$ cat src/rtl/core/stream_byte_mutator_xoshiro_macros.svh
// Assertion macros shared by the mutator RTL.
`ifndef STREAM_BYTE_MUTATOR_XOSHIRO_MACROS_SVH
`define STREAM_BYTE_MUTATOR_XOSHIRO_MACROS_SVH

// Same-cycle implication, checked outside reset.
`define SBMX_ASSERT_NOW(label, clk, rst, ante, cons, msg) \
  label: assert property (@(posedge clk) disable iff (rst) (ante) |-> (cons)) \
    else $error(msg);

// Next-cycle implication, checked outside reset.
`define SBMX_ASSERT_NEXT(label, clk, rst, ante, cons, msg) \
  label: assert property (@(posedge clk) disable iff (rst) (ante) |=> (cons)) \
    else $error(msg);

`endif

$ cat src/rtl/core/sbmx_pkg.sv
`timescale 1ns / 1ps

package sbmx_pkg;

  // Configuration register indexes.
  localparam int unsigned CFG_IDX_W = 2;
  localparam logic [CFG_IDX_W-1:0] CFG_SEED  = 2'd0;
  localparam logic [CFG_IDX_W-1:0] CFG_NUMER = 2'd1;
  localparam logic [CFG_IDX_W-1:0] CFG_DENOM = 2'd2;
  localparam logic [CFG_IDX_W-1:0] CFG_SKIP  = 2'd3;

  // Field and state widths.
  localparam int unsigned WORD_W = 64;
  localparam int unsigned REG_W  = 32;
  localparam int unsigned BYTE_W = 8;
  localparam int unsigned POS_W  = 8;

  // Generator shift and rotate amounts.
  localparam int unsigned ROT_OUT = 23;
  localparam int unsigned SHL_MIX = 17;
  localparam int unsigned ROT_MIX = 45;

  // Register reset values.
  localparam logic [REG_W-1:0] SEED_RST  = 32'd1;
  localparam logic [REG_W-1:0] NUMER_RST = 32'd1;
  localparam logic [REG_W-1:0] DENOM_RST = 32'd1000;

  // Top-level sequencer states.
  typedef enum logic [2:0] {
    ST_IDLE,
    ST_MIX,
    ST_DIV,
    ST_EMIT
  } state_t;

  // Status of the remainder unit.
  typedef struct packed {
    logic busy;
    logic done;
  } div_status_t;

  // Rotate a 64-bit word left by a constant amount.
  function automatic logic [WORD_W-1:0] rotl64(input logic [WORD_W-1:0] v,
                                               input int unsigned amt);
    rotl64 = (v << amt) | (v >> (WORD_W - amt));
  endfunction

endpackage

$ cat src/rtl/core/sbmx_moddiv.sv
`timescale 1ns / 1ps

`include "stream_byte_mutator_xoshiro_macros.svh"

// Restoring divider that keeps only the remainder of a 64-bit dividend by a
// 32-bit divisor, one dividend bit per cycle.
module sbmx_moddiv
  import sbmx_pkg::*;
(
  input  logic              clk,
  input  logic              rst,
  input  logic              start,
  input  logic [WORD_W-1:0] dividend,
  input  logic [REG_W-1:0]  divisor,
  output div_status_t       status,
  output logic [REG_W-1:0]  remainder
);

  localparam int unsigned CNT_W = $clog2(WORD_W);

  logic              busy;
  logic              done;
  logic [CNT_W-1:0]  cnt;
  logic [WORD_W-1:0] quo;
  logic [REG_W-1:0]  den;
  logic [REG_W-1:0]  rem;
  logic [REG_W:0]    trial;
  logic [REG_W+1:0]  diff;

  // Shift the next dividend bit in and try the subtraction.
  always_comb begin
    trial = {rem, quo[WORD_W-1]};
    diff  = {1'b0, trial} - {2'b00, den};
  end

  // Control: busy until every dividend bit has been taken in, then done pulses.
  always_ff @(posedge clk) begin
    if (rst) begin
      busy <= 1'b0;
      done <= 1'b0;
      cnt  <= '0;
    end else begin
      done <= 1'b0;
      if (start) begin
        busy <= 1'b1;
        cnt  <= '0;
      end else if (busy) begin
        cnt <= cnt + 1'b1;
        if (cnt == {CNT_W{1'b1}}) begin
          busy <= 1'b0;
          done <= 1'b1;
        end
      end
    end
  end

  // Datapath: keep the difference when it does not go negative.
  always_ff @(posedge clk) begin
    if (start) begin
      quo <= dividend;
      den <= divisor;
      rem <= '0;
    end else if (busy) begin
      quo <= {quo[WORD_W-2:0], 1'b0};
      if (!diff[REG_W+1]) begin
        rem <= diff[REG_W-1:0];
      end else begin
        rem <= trial[REG_W-1:0];
      end
    end
  end

  assign status.busy = busy;
  assign status.done = done;
  assign remainder   = rem;

  `SBMX_ASSERT_NEXT(a_start_busy, clk, rst, start, busy, "divider did not start")
  `SBMX_ASSERT_NOW(a_done_idle, clk, rst, done, !busy, "divider done while busy")
  `SBMX_ASSERT_NOW(a_rem_range, clk, rst, done, rem < den, "remainder not reduced")

endmodule

$ cat src/rtl/core/stream_byte_mutator_xoshiro.sv
`timescale 1ns / 1ps

// Stream byte mutator with a xoshiro256++ generator.
// Input bytes arrive on the s_axis channel and leave, one result per byte,
// on the m_axis channel; m_axis_tuser is high when the byte was replaced.
// The cfg port writes seed (0), numerator (1), denominator (2) and sync skip
// (3); a seed write reloads the generator words. Write only while idle.
// A passed sync byte goes from idle straight to the emit state, which sets
// m_axis_tvalid once the output register is free. A drawn byte forms the
// random word in the mix state, goes through the bit-serial remainder unit
// in the divide state, where the remainder is taken, and reaches the output
// register from the emit state; with a zero denominator the remainder unit
// is skipped. The input accepts the next byte in the cycle after the current
// one has moved into the output stage, so a result may wait in the output
// register while the next byte is processed. Reset loads seed 1, numerator 1,
// denominator 1000, sync skip on, generator words (1, 0, 0, 1) and packet
// position zero. When the receiver stalls, the finished result holds in the
// output register and the next finished result waits in the sequencer until
// the output register is free.
module stream_byte_mutator_xoshiro
  import sbmx_pkg::*;
#(
  parameter int PACKET_LEN = 188
) (
  input  logic                 clk,
  input  logic                 rst,
  input  logic                 s_axis_tvalid,
  output logic                 s_axis_tready,
  input  logic [BYTE_W-1:0]    s_axis_tdata,   // byte_in
  output logic                 m_axis_tvalid,
  input  logic                 m_axis_tready,
  output logic [BYTE_W-1:0]    m_axis_tdata,   // byte_out
  output logic                 m_axis_tuser,   // was_changed
  input  logic                 cfg_we,
  input  logic [CFG_IDX_W-1:0] cfg_index,
  input  logic [REG_W-1:0]     cfg_data
);

  localparam logic [POS_W:0] PKT_LEN_C = (POS_W + 1)'(PACKET_LEN);

  state_t            state;
  state_t            state_next;
  logic [REG_W-1:0]  chance_numerator;
  logic [REG_W-1:0]  chance_denominator;
  logic              skip_sync;
  logic [WORD_W-1:0] gen_word [4];
  logic [POS_W-1:0]  packet_pos;
  logic [POS_W:0]    pos_inc;
  logic [WORD_W-1:0] sum_reg;
  logic [WORD_W-1:0] rnd_word;
  logic [BYTE_W-1:0] rnd_byte;
  logic [BYTE_W-1:0] res_byte;
  logic              res_changed;
  logic              in_fire;
  logic              at_sync;
  logic              out_free;
  logic              out_load;
  logic              div_start;
  div_status_t       div_st;
  logic [REG_W-1:0]  div_rem;
  logic [WORD_W-1:0] mix_shift;
  logic [WORD_W-1:0] mix2;
  logic [WORD_W-1:0] mix3;
  logic [WORD_W-1:0] mix1;
  logic [WORD_W-1:0] mix0;

  assign in_fire  = s_axis_tvalid && s_axis_tready;
  assign at_sync  = skip_sync && (packet_pos == '0);
  assign pos_inc  = {1'b0, packet_pos} + 1'b1;
  assign out_free = !m_axis_tvalid || m_axis_tready;

  // Output word and generator advance, both from the current words.
  always_comb begin
    rnd_word  = rotl64(sum_reg, ROT_OUT) + gen_word[0];
    mix_shift = gen_word[1] << SHL_MIX;
    mix2      = gen_word[2] ^ gen_word[0];
    mix3      = gen_word[3] ^ gen_word[1];
    mix1      = gen_word[1] ^ mix2;
    mix0      = gen_word[0] ^ mix3;
  end

  // Sequencer: next state and handshake outputs.
  always_comb begin
    state_next    = state;
    s_axis_tready = 1'b0;
    div_start     = 1'b0;
    out_load      = 1'b0;
    case (state)
      ST_IDLE: begin
        s_axis_tready = 1'b1;
        if (s_axis_tvalid) begin
          state_next = at_sync ? ST_EMIT : ST_MIX;
        end
      end
      ST_MIX: begin
        if (chance_denominator != '0) begin
          div_start  = 1'b1;
          state_next = ST_DIV;
        end else begin
          state_next = ST_EMIT;
        end
      end
      ST_DIV: begin
        if (div_st.done) begin
          state_next = ST_EMIT;
        end
      end
      ST_EMIT: begin
        if (out_free) begin
          out_load   = 1'b1;
          state_next = ST_IDLE;
        end
      end
      default: begin
        state_next = ST_IDLE;
      end
    endcase
  end

  always_ff @(posedge clk) begin
    if (rst) begin
      state <= ST_IDLE;
    end else begin
      state <= state_next;
    end
  end

  // Configuration registers, generator words and packet position.
  always_ff @(posedge clk) begin
    if (rst) begin
      chance_numerator   <= NUMER_RST;
      chance_denominator <= DENOM_RST;
      skip_sync          <= 1'b1;
      gen_word[0]        <= {{(WORD_W-REG_W){1'b0}}, SEED_RST};
      gen_word[1]        <= '0;
      gen_word[2]        <= '0;
      gen_word[3]        <= {{(WORD_W-1){1'b0}}, 1'b1};
      packet_pos         <= '0;
    end else begin
      if (cfg_we) begin
        case (cfg_index)
          CFG_SEED: begin
            gen_word[0] <= {{(WORD_W-REG_W){1'b0}}, cfg_data};
            gen_word[1] <= '0;
            gen_word[2] <= '0;
            gen_word[3] <= {{(WORD_W-1){1'b0}}, 1'b1};
          end
          CFG_NUMER: chance_numerator   <= cfg_data;
          CFG_DENOM: chance_denominator <= cfg_data;
          CFG_SKIP:  skip_sync          <= cfg_data[0];
          default: begin
          end
        endcase
      end else if (state == ST_MIX) begin
        gen_word[0] <= mix0;
        gen_word[1] <= mix1;
        gen_word[2] <= mix2 ^ mix_shift;
        gen_word[3] <= rotl64(mix3, ROT_MIX);
      end
      if (in_fire && skip_sync) begin
        packet_pos <= (pos_inc >= PKT_LEN_C) ? '0 : pos_inc[POS_W-1:0];
      end
    end
  end

  // Working registers for the byte in flight.
  always_ff @(posedge clk) begin
    if (in_fire) begin
      sum_reg     <= gen_word[0] + gen_word[3];
      res_byte    <= s_axis_tdata;
      res_changed <= 1'b0;
    end
    if (state == ST_MIX) begin
      rnd_byte <= rnd_word[BYTE_W-1:0];
    end
    if (state == ST_DIV && div_st.done && div_rem < chance_numerator) begin
      res_byte    <= rnd_byte;
      res_changed <= 1'b1;
    end
  end

  // Output register.
  always_ff @(posedge clk) begin
    if (rst) begin
      m_axis_tvalid <= 1'b0;
    end else if (out_load) begin
      m_axis_tvalid <= 1'b1;
    end else if (m_axis_tready) begin
      m_axis_tvalid <= 1'b0;
    end
  end

  always_ff @(posedge clk) begin
    if (out_load) begin
      m_axis_tdata <= res_byte;
      m_axis_tuser <= res_changed;
    end
  end

  // Remainder of the drawn word by the denominator.
  sbmx_moddiv u_moddiv (
    .clk       (clk),
    .rst       (rst),
    .start     (div_start),
    .dividend  (rnd_word),
    .divisor   (chance_denominator),
    .status    (div_st),
    .remainder (div_rem)
  );

  `SBMX_ASSERT_NEXT(a_accept_leaves_idle, clk, rst, in_fire, state != ST_IDLE,
    "sequencer stayed idle after an accepted byte")
  `SBMX_ASSERT_NOW(a_pos_range, clk, rst, 1'b1, {1'b0, packet_pos} < PKT_LEN_C,
    "packet position out of range")
  `SBMX_ASSERT_NOW(a_done_in_div, clk, rst, div_st.done, state == ST_DIV,
    "remainder finished outside the divide state")
  `SBMX_ASSERT_NOW(a_load_free, clk, rst, out_load, out_free,
    "output register loaded while occupied")

endmodule

$ cat config.mk
export PLATFORM = sky130hd
export DESIGN_NAME = stream_byte_mutator_xoshiro
export DESIGN_NICKNAME = d
export VERILOG_FILES = /design/src/rtl/core/sbmx_pkg.sv /design/src/rtl/core/sbmx_moddiv.sv /design/src/rtl/core/stream_byte_mutator_xoshiro.sv
export VERILOG_INCLUDE_DIRS = /design/src /design/src/rtl/core
export SDC_FILE = /design/constraint.sdc
export NUM_CORES = 1
export LEC_CHECK = 0
export BUFFER_PORTS_ARGS = -buffer_cell sky130_fd_sc_hd__buf_4
export CELL_PAD_IN_SITES_DETAIL_PLACEMENT = 0
export CELL_PAD_IN_SITES_GLOBAL_PLACEMENT = 2
export CORE_MARGIN = 1
export CORE_UTILIZATION = 35
export CTS_BUF_LIST = sky130_fd_sc_hd__clkbuf_8
export DETAILED_ROUTE_END_ITERATION = 8
export PLACE_DENSITY = 0.68
export SLEW_MARGIN = 10
export SYNTH_ARGS = -nofsm -noshare
export SYNTH_HDL_FRONTEND = slang
export SYNTH_SLANG_ARGS = --single-unit
export TNS_END_PERCENT = 20
$ cat constraint.sdc
create_clock -name clk -period 11.1 [get_ports clk]
set_input_delay 2.22 -clock clk [delete_from_list [all_inputs] [get_ports clk]]
set_output_delay 2.22 -clock clk [all_outputs]
set_load 0.02 [all_outputs]
==> impl_metrics.json, run 1 <==
{
  "r2r_slack_ns": 6.74,
  "tightestPinTransition_ns": 1.06,
  "path_delay_family": "compound AO/OA/AOI/OAI gates",
  "period_minus_slack_ns": 4.36,
  "cts_setup_buffers": 0,
  "multi_input_area_sq_um": 17000,
  "fp.dieH_microns": 309,
  "start_util": 0.353,
  "fin_setup_tns_ns": 0,
  "core_area_sq_um": 93200,
  "crit-reg2reg-launch": "u_moddiv.remainder[17]$_SDFFE_PP0P_",
  "power.clock.fraction": 0.224,
  "max_stage_delay_ns": 0.83,
  "drc": 0,
  "cts_tree": "built",
  "synth-edff-count": 377,
  "grt_pass1_wl_microns": 161000,
  "dieArea_sq_um": 95300,
  "largest_reg_flops": 256,
  "grt_antenna_before_repair": 4,
  "place.gp.congestion": 0.931,
  "yosysUniqueCellTypes": 82,
  "cp-end-kind": "flop",
  "max_freq_mhz": 229,
  "switching_share": 0.404,
  "vias": 25500,
  "cts-buffers-inserted": 104,
  "insertion_delay_ns": 0.79,
  "cts_resized": 0,
  "synth_area_sq_um": 32900,
  "status": "completed",
  "io_buffer_count": 57,
  "clock-sinks": 558,
  "relSlewSlack": 0.294,
  "r2r_end": "res_byte[1]$_DFFE_PP_",
  "powerDensity_nw_per_um2": 241,
  "ios": 58,
  "drive_gt1_frac": 0.0787,
  "synth-seq-area-share": 0.454,
  "postCtsHoldBufs": 0,
  "via_per_inst": 5.31,
  "p_leak_nw": 14.4,
  "synthCells": 3422,
  "worstSetupEndpoint": "res_byte[1]$_DFFE_PP_",
  "crit_slowest_cell": "a2111oi_0",
  "yosys_warnings": 0,
  "skew_ns": 0.0593,
  "cp.depth": 11,
  "vdd_drop_max_mv": 0.124,
  "power_frac_comb": 0.398,
  "htreeDepth": 3,
  "first_pass_iters": 5,
  "ff_latch_area_sq_um": 14900,
  "n_fill_cell": 9365,
  "crit_top_cell": "a21o_1",
  "seq_power_share": 0.378,
  "avgRoutedWirePerCell_microns": 22.8,
  "synthToLayoutAreaGrowth_pct": 11.2,
  "required_ns": 11.53,
  "fp-row-count": 112,
  "grt_max_degree": 96,
  "yosys_register_bits": 558,
  "ys.flop_type": "edfxtp_1",
  "setup_viol": 0,
  "clkSlewWorstSetupHoldPaths_ns": 0.06,
  "maxCapViolCount": 0,
  "path_cells": "ha_1, a21o_1, a21o_1, a21o_1, a21o_1, a21oi_1, o21ai_0, a2111oi_0, o31ai_1, a21oi_2, or2_2",
  "setup_slack_ns": 6.74,
  "async_flop_share": 0,
  "slew_viol_final": 0,
  "hold_path_class": "flop to flop",
  "hold_violations": 0,
  "gr-total-overflow": 0,
  "drtAntennaViolNets": 0,
  "reg2reg_depth": 11,
  "cts-root-buf": "clkbuf_8",
  "p_sw_mw": 3.57,
  "crit_arrival_ns": 4.79,
  "critical_path.max_fanout": 10,
  "syn-num-nets": 3668,
  "grt_pass1_vias": 24500,
  "routed_wl_microns": 109000,
  "clockBufferDepth": 3,
  "rsz0062_at_grt": "false",
  "dp_slack_ns": 6.08,
  "syn_area_per_cell_sq_um": 9.62,
  "fp.dieW_microns": 309,
  "critPathKind": "flop to flop",
  "crit_path_start_kind": "flop",
  "intPower_mw": 5.26,
  "crit_start": "u_moddiv.remainder[17]$_SDFFE_PP0P_",
  "final_nets": 3703,
  "path_buf_inv": 0,
  "drtIter0Drc": 2008,
  "period_share": 0.393,
  "hpwl_microns": 83200,
  "track_usage": 0.229
}
## worst min path at each step
stage,startpoint,end,slack [ns],depth (start not counted)
detailed placement,res_byte[7]$_DFFE_PP_,m_axis_tdata[7]$_DFFE_PP_,0.40,0
CTS,res_byte[1]$_DFFE_PP_,m_axis_tdata[1]$_DFFE_PP_,0.41,0
global placement,res_byte[0]$_DFFE_PP_,m_axis_tdata[0]$_DFFE_PP_,0.41,0
finish,res_byte[1]$_DFFE_PP_,m_axis_tdata[1]$_DFFE_PP_,0.41,0
global route,res_byte[7]$_DFFE_PP_,m_axis_tdata[7]$_DFFE_PP_,0.42,0
floorplan,res_byte[0]$_DFFE_PP_,m_axis_tdata[0]$_DFFE_PP_,0.40,0
## cells in the final DEF, fill, tap and decap left out, types with 17 or more instances in the layout
cell type	n
o21bai_1	31
nand4_1	49
and2_1	45
or3_1	53
dfxtp_1	180
inv_1	159
a31oi_1	22
xnor2_1	266
nor2_1	299
o21ai_0	267
nand2_1	340
buf_4	75
a21oi_1	331
ha_1	196
clkbuf_8	114
nand3_1	51
mux2i_1	17
nor2b_1	20
xor2_1	172
o21a_1	45
and3_1	23
nor3_1	29
a21o_1	112
a211oi_1	21
edfxtp_1	377
## layer usage
layer | vias up | wire length, microns | GRT usage
met5 | - | 0 | 0
met4 | 0 | 2590 | 0.0625
met3 | 135 | 5520 | 0.0312
met2 | 640 | 46100 | 0.338
met1 | 12400 | 55200 | 0.345
li1 | 12300 | - | -
## power by group through the flow
| stage | logic [mW] | clock network (mW) | registers, mW |
|---|---|---|---|
| final | 3.51 | 1.98 | 3.34 |
| after global routing | 3.92 | 2.12 | 3.38 |
| after CTS | 3.52 | 2.04 | 3.34 |
| after detailed placement | 3.49 | 0 | 3.37 |
| after global placement | 3.47 | 0 | 3.37 |
| after floorplan | 2.62 | 0 | 3.12 |
## cells in the mapped netlist, types with 49 or more instances
master | instances | area [sq um]
a21o_1 | 112 | 841
a21oi_1 | 331 | 1660
clkbuf_1 | 130 | 488
dfxtp_1 | 181 | 3620
edfxtp_1 | 377 | 11300
ha_1 | 196 | 2450
inv_1 | 116 | 435
nand2_1 | 341 | 1280
nand3_1 | 51 | 255
nand4_1 | 49 | 307
nor2_1 | 302 | 1130
o21ai_0 | 267 | 1340
or3_1 | 56 | 350
xnor2_1 | 266 | 2330
xor2_1 | 172 | 1510
## cell type report
type,count,share of cell area
inverter,116,0.0119
tap,1254,0.0429
clock inverter,82,0.0131
multi-input combinational,2602,0.465
antenna,2,0.000137
clock buffer,114,0.0429
sequential,558,0.408
timing repair buffer,75,0.0154
## cells by family after synthesis
group	after synthesis	synth area share
xor gates and xnor gates	438	0.117
DFF	558	0.454
buffers and inverters	262	0.0304
AOI/OAI and AO/OA	934	0.172
muxes	31	0.00996
adders and majority gates	199	0.0763
and+or+nand+nor	1000	0.140
## worst register-to-register path: stages, from the launching register on
cell and delay [ns]:
dfxtp_1 0.45, ha_1 0.29, a21o_1 0.19, a21o_1 0.17, a21o_1 0.18, a21o_1 0.17, a21oi_1 0.14, o21ai_0 0.31
a2111oi_0 0.84, o31ai_1 0.25, a21oi_2 0.65, or2_2 0.37
## stage by stage
stage                     hold slack, ns  cells  utilization  total power, mW  cell area (sq um)
after detailed placement           0.405   4605        0.371             6.87              34500
after floorplan                    0.400   3422            -             5.74              32900
after global routing               0.421   4802        0.393             9.42              36600
after CTS                          0.414   4801        0.393             8.89              36600
final                              0.410   4803        0.393             8.83              36600
after global placement             0.406   4605        0.371             6.84              34500
Note: power is estimated with default switching activity, not from simulation.
==> run 2: changes to the inputs <==
==> constraint.sdc (replaced) <==
create_clock -name clk -period 4.31 [get_ports clk]
set_input_delay 0.862 -clock clk [delete_from_list [all_inputs] [get_ports clk]]
set_output_delay 0.862 -clock clk [all_outputs]
set_load 0.02 [all_outputs]
==> run 2 against run 1 <==
Effect of this change:
- global-route usage increased by 1.0 points
- critical path depth unchanged
- sequential share of layout area decreased by 0.39 points
- critical endpoint is now u_moddiv.quo[63]$_DFFE_PP_
- largest power group unchanged
- highest routed layer is now met5
==> impl_metrics.json, run 2 (synthesized netlist as in run 1, its figures left out) <==
{
  "routed_wl_microns": 114000,
  "htreeDepth": 3,
  "crit_arrival_ns": 4.60,
  "max_freq_mhz": 244,
  "finish.utilization": 0.397,
  "r2r_slack_ns": 0.21,
  "drtIter0Drc": 2334,
  "io_buffer_count": 57,
  "fp-row-count": 112,
  "cts_tree": "built",
  "r2r_end": "u_moddiv.quo[63]$_DFFE_PP_",
  "reg2reg_depth": 11,
  "crit-reg2reg-launch": "gen_word[0][24]$_DFFE_PP_",
  "relSlewSlack": 0.331,
  "place.gp.congestion": 0.924,
  "tightestPinTransition_ns": 1.00,
  "final_cell_mix": "edfxtp_1, nand2_1, a21oi_1, nor2_1, o21ai_0",
  "cts_setup_buffers": 0,
  "hold_violations": 0,
  "fp.dieH_microns": 309,
  "min_path_cells": 3,
  "grt_pass1_vias": 25000,
  "insertion_delay_ns": 0.78,
  "fp.dieW_microns": 309,
  "hold_path_class": "primary input to flop",
  "gr-total-overflow": 0,
  "clock-sinks": 558,
  "required_ns": 4.81,
  "vias": 26100,
  "hpwl_microns": 88000,
  "cp-end-kind": "flop",
  "slew_viol_final": 0,
  "synthToLayoutAreaGrowth_pct": 12.3,
  "hold_start": "cfg_data[6]",
  "p_leak_nw": 14.5,
  "maxCapViolCount": 0,
  "start_util": 0.353,
  "critPathKind": "flop to flop",
  "dieArea_sq_um": 95300,
  "clkSlewWorstSetupHoldPaths_ns": 0.06,
  "powerDensity_nw_per_um2": 632,
  "crit_path_start_kind": "flop",
  "hold_end": "chance_denominator[6]$_SDFFE_PP1P_",
  "status": "completed",
  "grt_pass1_wl_microns": 166000,
  "track_usage": 0.239,
  "final_nets": 3732,
  "avgRoutedWirePerCell_microns": 23.7,
  "cts-buffers-inserted": 104,
  "period_share": 0.950,
  "setup_viol": 0,
  "core_area_sq_um": 93200,
  "skew_ns": 0.0521,
  "postCtsHoldBufs": 0,
  "first_pass_iters": 6,
  "drive_gt1_frac": 0.0870,
  "dp.cells": 4634,
  "critical_path.max_fanout": 8,
  "clockBufferDepth": 3,
  "grt_max_degree": 96,
  "drc": 0,
  "rsz0062_at_grt": "false",
  "grt_antenna_before_repair": 8,
  "via_per_inst": 5.39,
  "ios": 58,
  "largest_reg_flops": 256,
  "final_common_cell": "edfxtp_1",
  "cts-root-buf": "clkbuf_8",
  "final_cells": 4831,
  "vdd_drop_max_mv": 0.355,
  "drtAntennaViolNets": 0,
  "period_minus_slack_ns": 4.10
}
==> run 2: cell types whose count changed in the layout (fill, tap and decap cells not counted), sizes merged <==
cell	previous run	this run
bufinv	4	8
diode	2	3
clkinvlp	3	2
clkinv	25	38
inv	166	153
buf	75	104
clkbuf	114	109
==> run 2: layout make-up <==
| type | instances | area, sq um |
|---|---|---|
| fillers | 9362 | 56200 |
| multi-input cells | 2602 | 17000 |
| flip-flops and latches | 558 | 14900 |
| well taps | 1254 | 1570 |
| clock buffers | 109 | 1500 |
| repair buffers | 104 | 856 |
| clock inverters | 85 | 602 |
| inverters | 116 | 435 |
| diodes | 3 | 7.51 |
==> run 2: stage by stage <==
stage	setup WS (ns)	TNS (ns)	hold WS (ns)	power [mW]	cell area, sq um
6_report	0.214	0	0.374	23.3	37000
5_1_grt	0.0921	0	0.322	24.9	36900
3_5_place_dp	-0.0858	-0.0858	0.406	18.0	34800
4_1_cts	0.177	0	0.294	23.5	36900
2_1_floorplan	0.804	0	0.400	14.8	32900
3_3_place_gp	-0.0374	-0.0374	0.403	18.0	34800
==> run 2: how the worst max path moves through the flow <==
| stage | to | startpoint | slack, ns |
|---|---|---|---|
| after floorplan | u_moddiv.quo[0]$_SDFFCE_PN0P_ | chance_denominator[24]$_SDFFE_PP0P_ | 0.80 |
| after global placement | u_moddiv.quo[63]$_DFFE_PP_ | gen_word[0][24]$_DFFE_PP_ | -0.04 |
| after detailed placement | u_moddiv.quo[63]$_DFFE_PP_ | gen_word[0][24]$_DFFE_PP_ | -0.09 |
| after CTS | u_moddiv.quo[63]$_DFFE_PP_ | gen_word[0][24]$_DFFE_PP_ | 0.18 |
| after global routing | u_moddiv.quo[63]$_DFFE_PP_ | gen_word[0][24]$_DFFE_PP_ | 0.09 |
| final | u_moddiv.quo[63]$_DFFE_PP_ | gen_word[0][24]$_DFFE_PP_ | 0.21 |
==> run 2: what timing repair did <==
item                                    4_1_cts  5_1_grt
gates resized for setup                       1        0
endpoints found under the setup margin        1        0
hold endpoints to repair                      0        0
==> run 2: layer usage <==
metal	up-vias	GRT usage	part of all wire
met3	157	0.0484	0.072
li1	12400	-	-
met2	801	0.359	0.43
met1	12700	0.341	0.47
met5	-	0	0.00039
met4	6	0.0779	0.028
==> run 2: where the power goes <==
group	total [mW]	switching [mW]	internal [mW]	leakage, nW
clock network	5.34	2.50	2.84	1.20
logic	9.53	5.92	3.61	8.07
registers	8.47	1.10	7.37	5.26
total	23.3	9.52	13.8	14.5
==> run 2: worst max-delay path: stages (launching register included) <==
cell	delay, ns
edfxtp_1	0.74
ha_1	0.45
a21o_1	0.22
a21o_1	0.17
a21oi_1	0.26
and4b_1	0.26
a21boi_0	0.08
and2_1	0.28
a31o_2	0.32
and4b_1	0.20
or4_1	0.42
a31oi_2	0.41
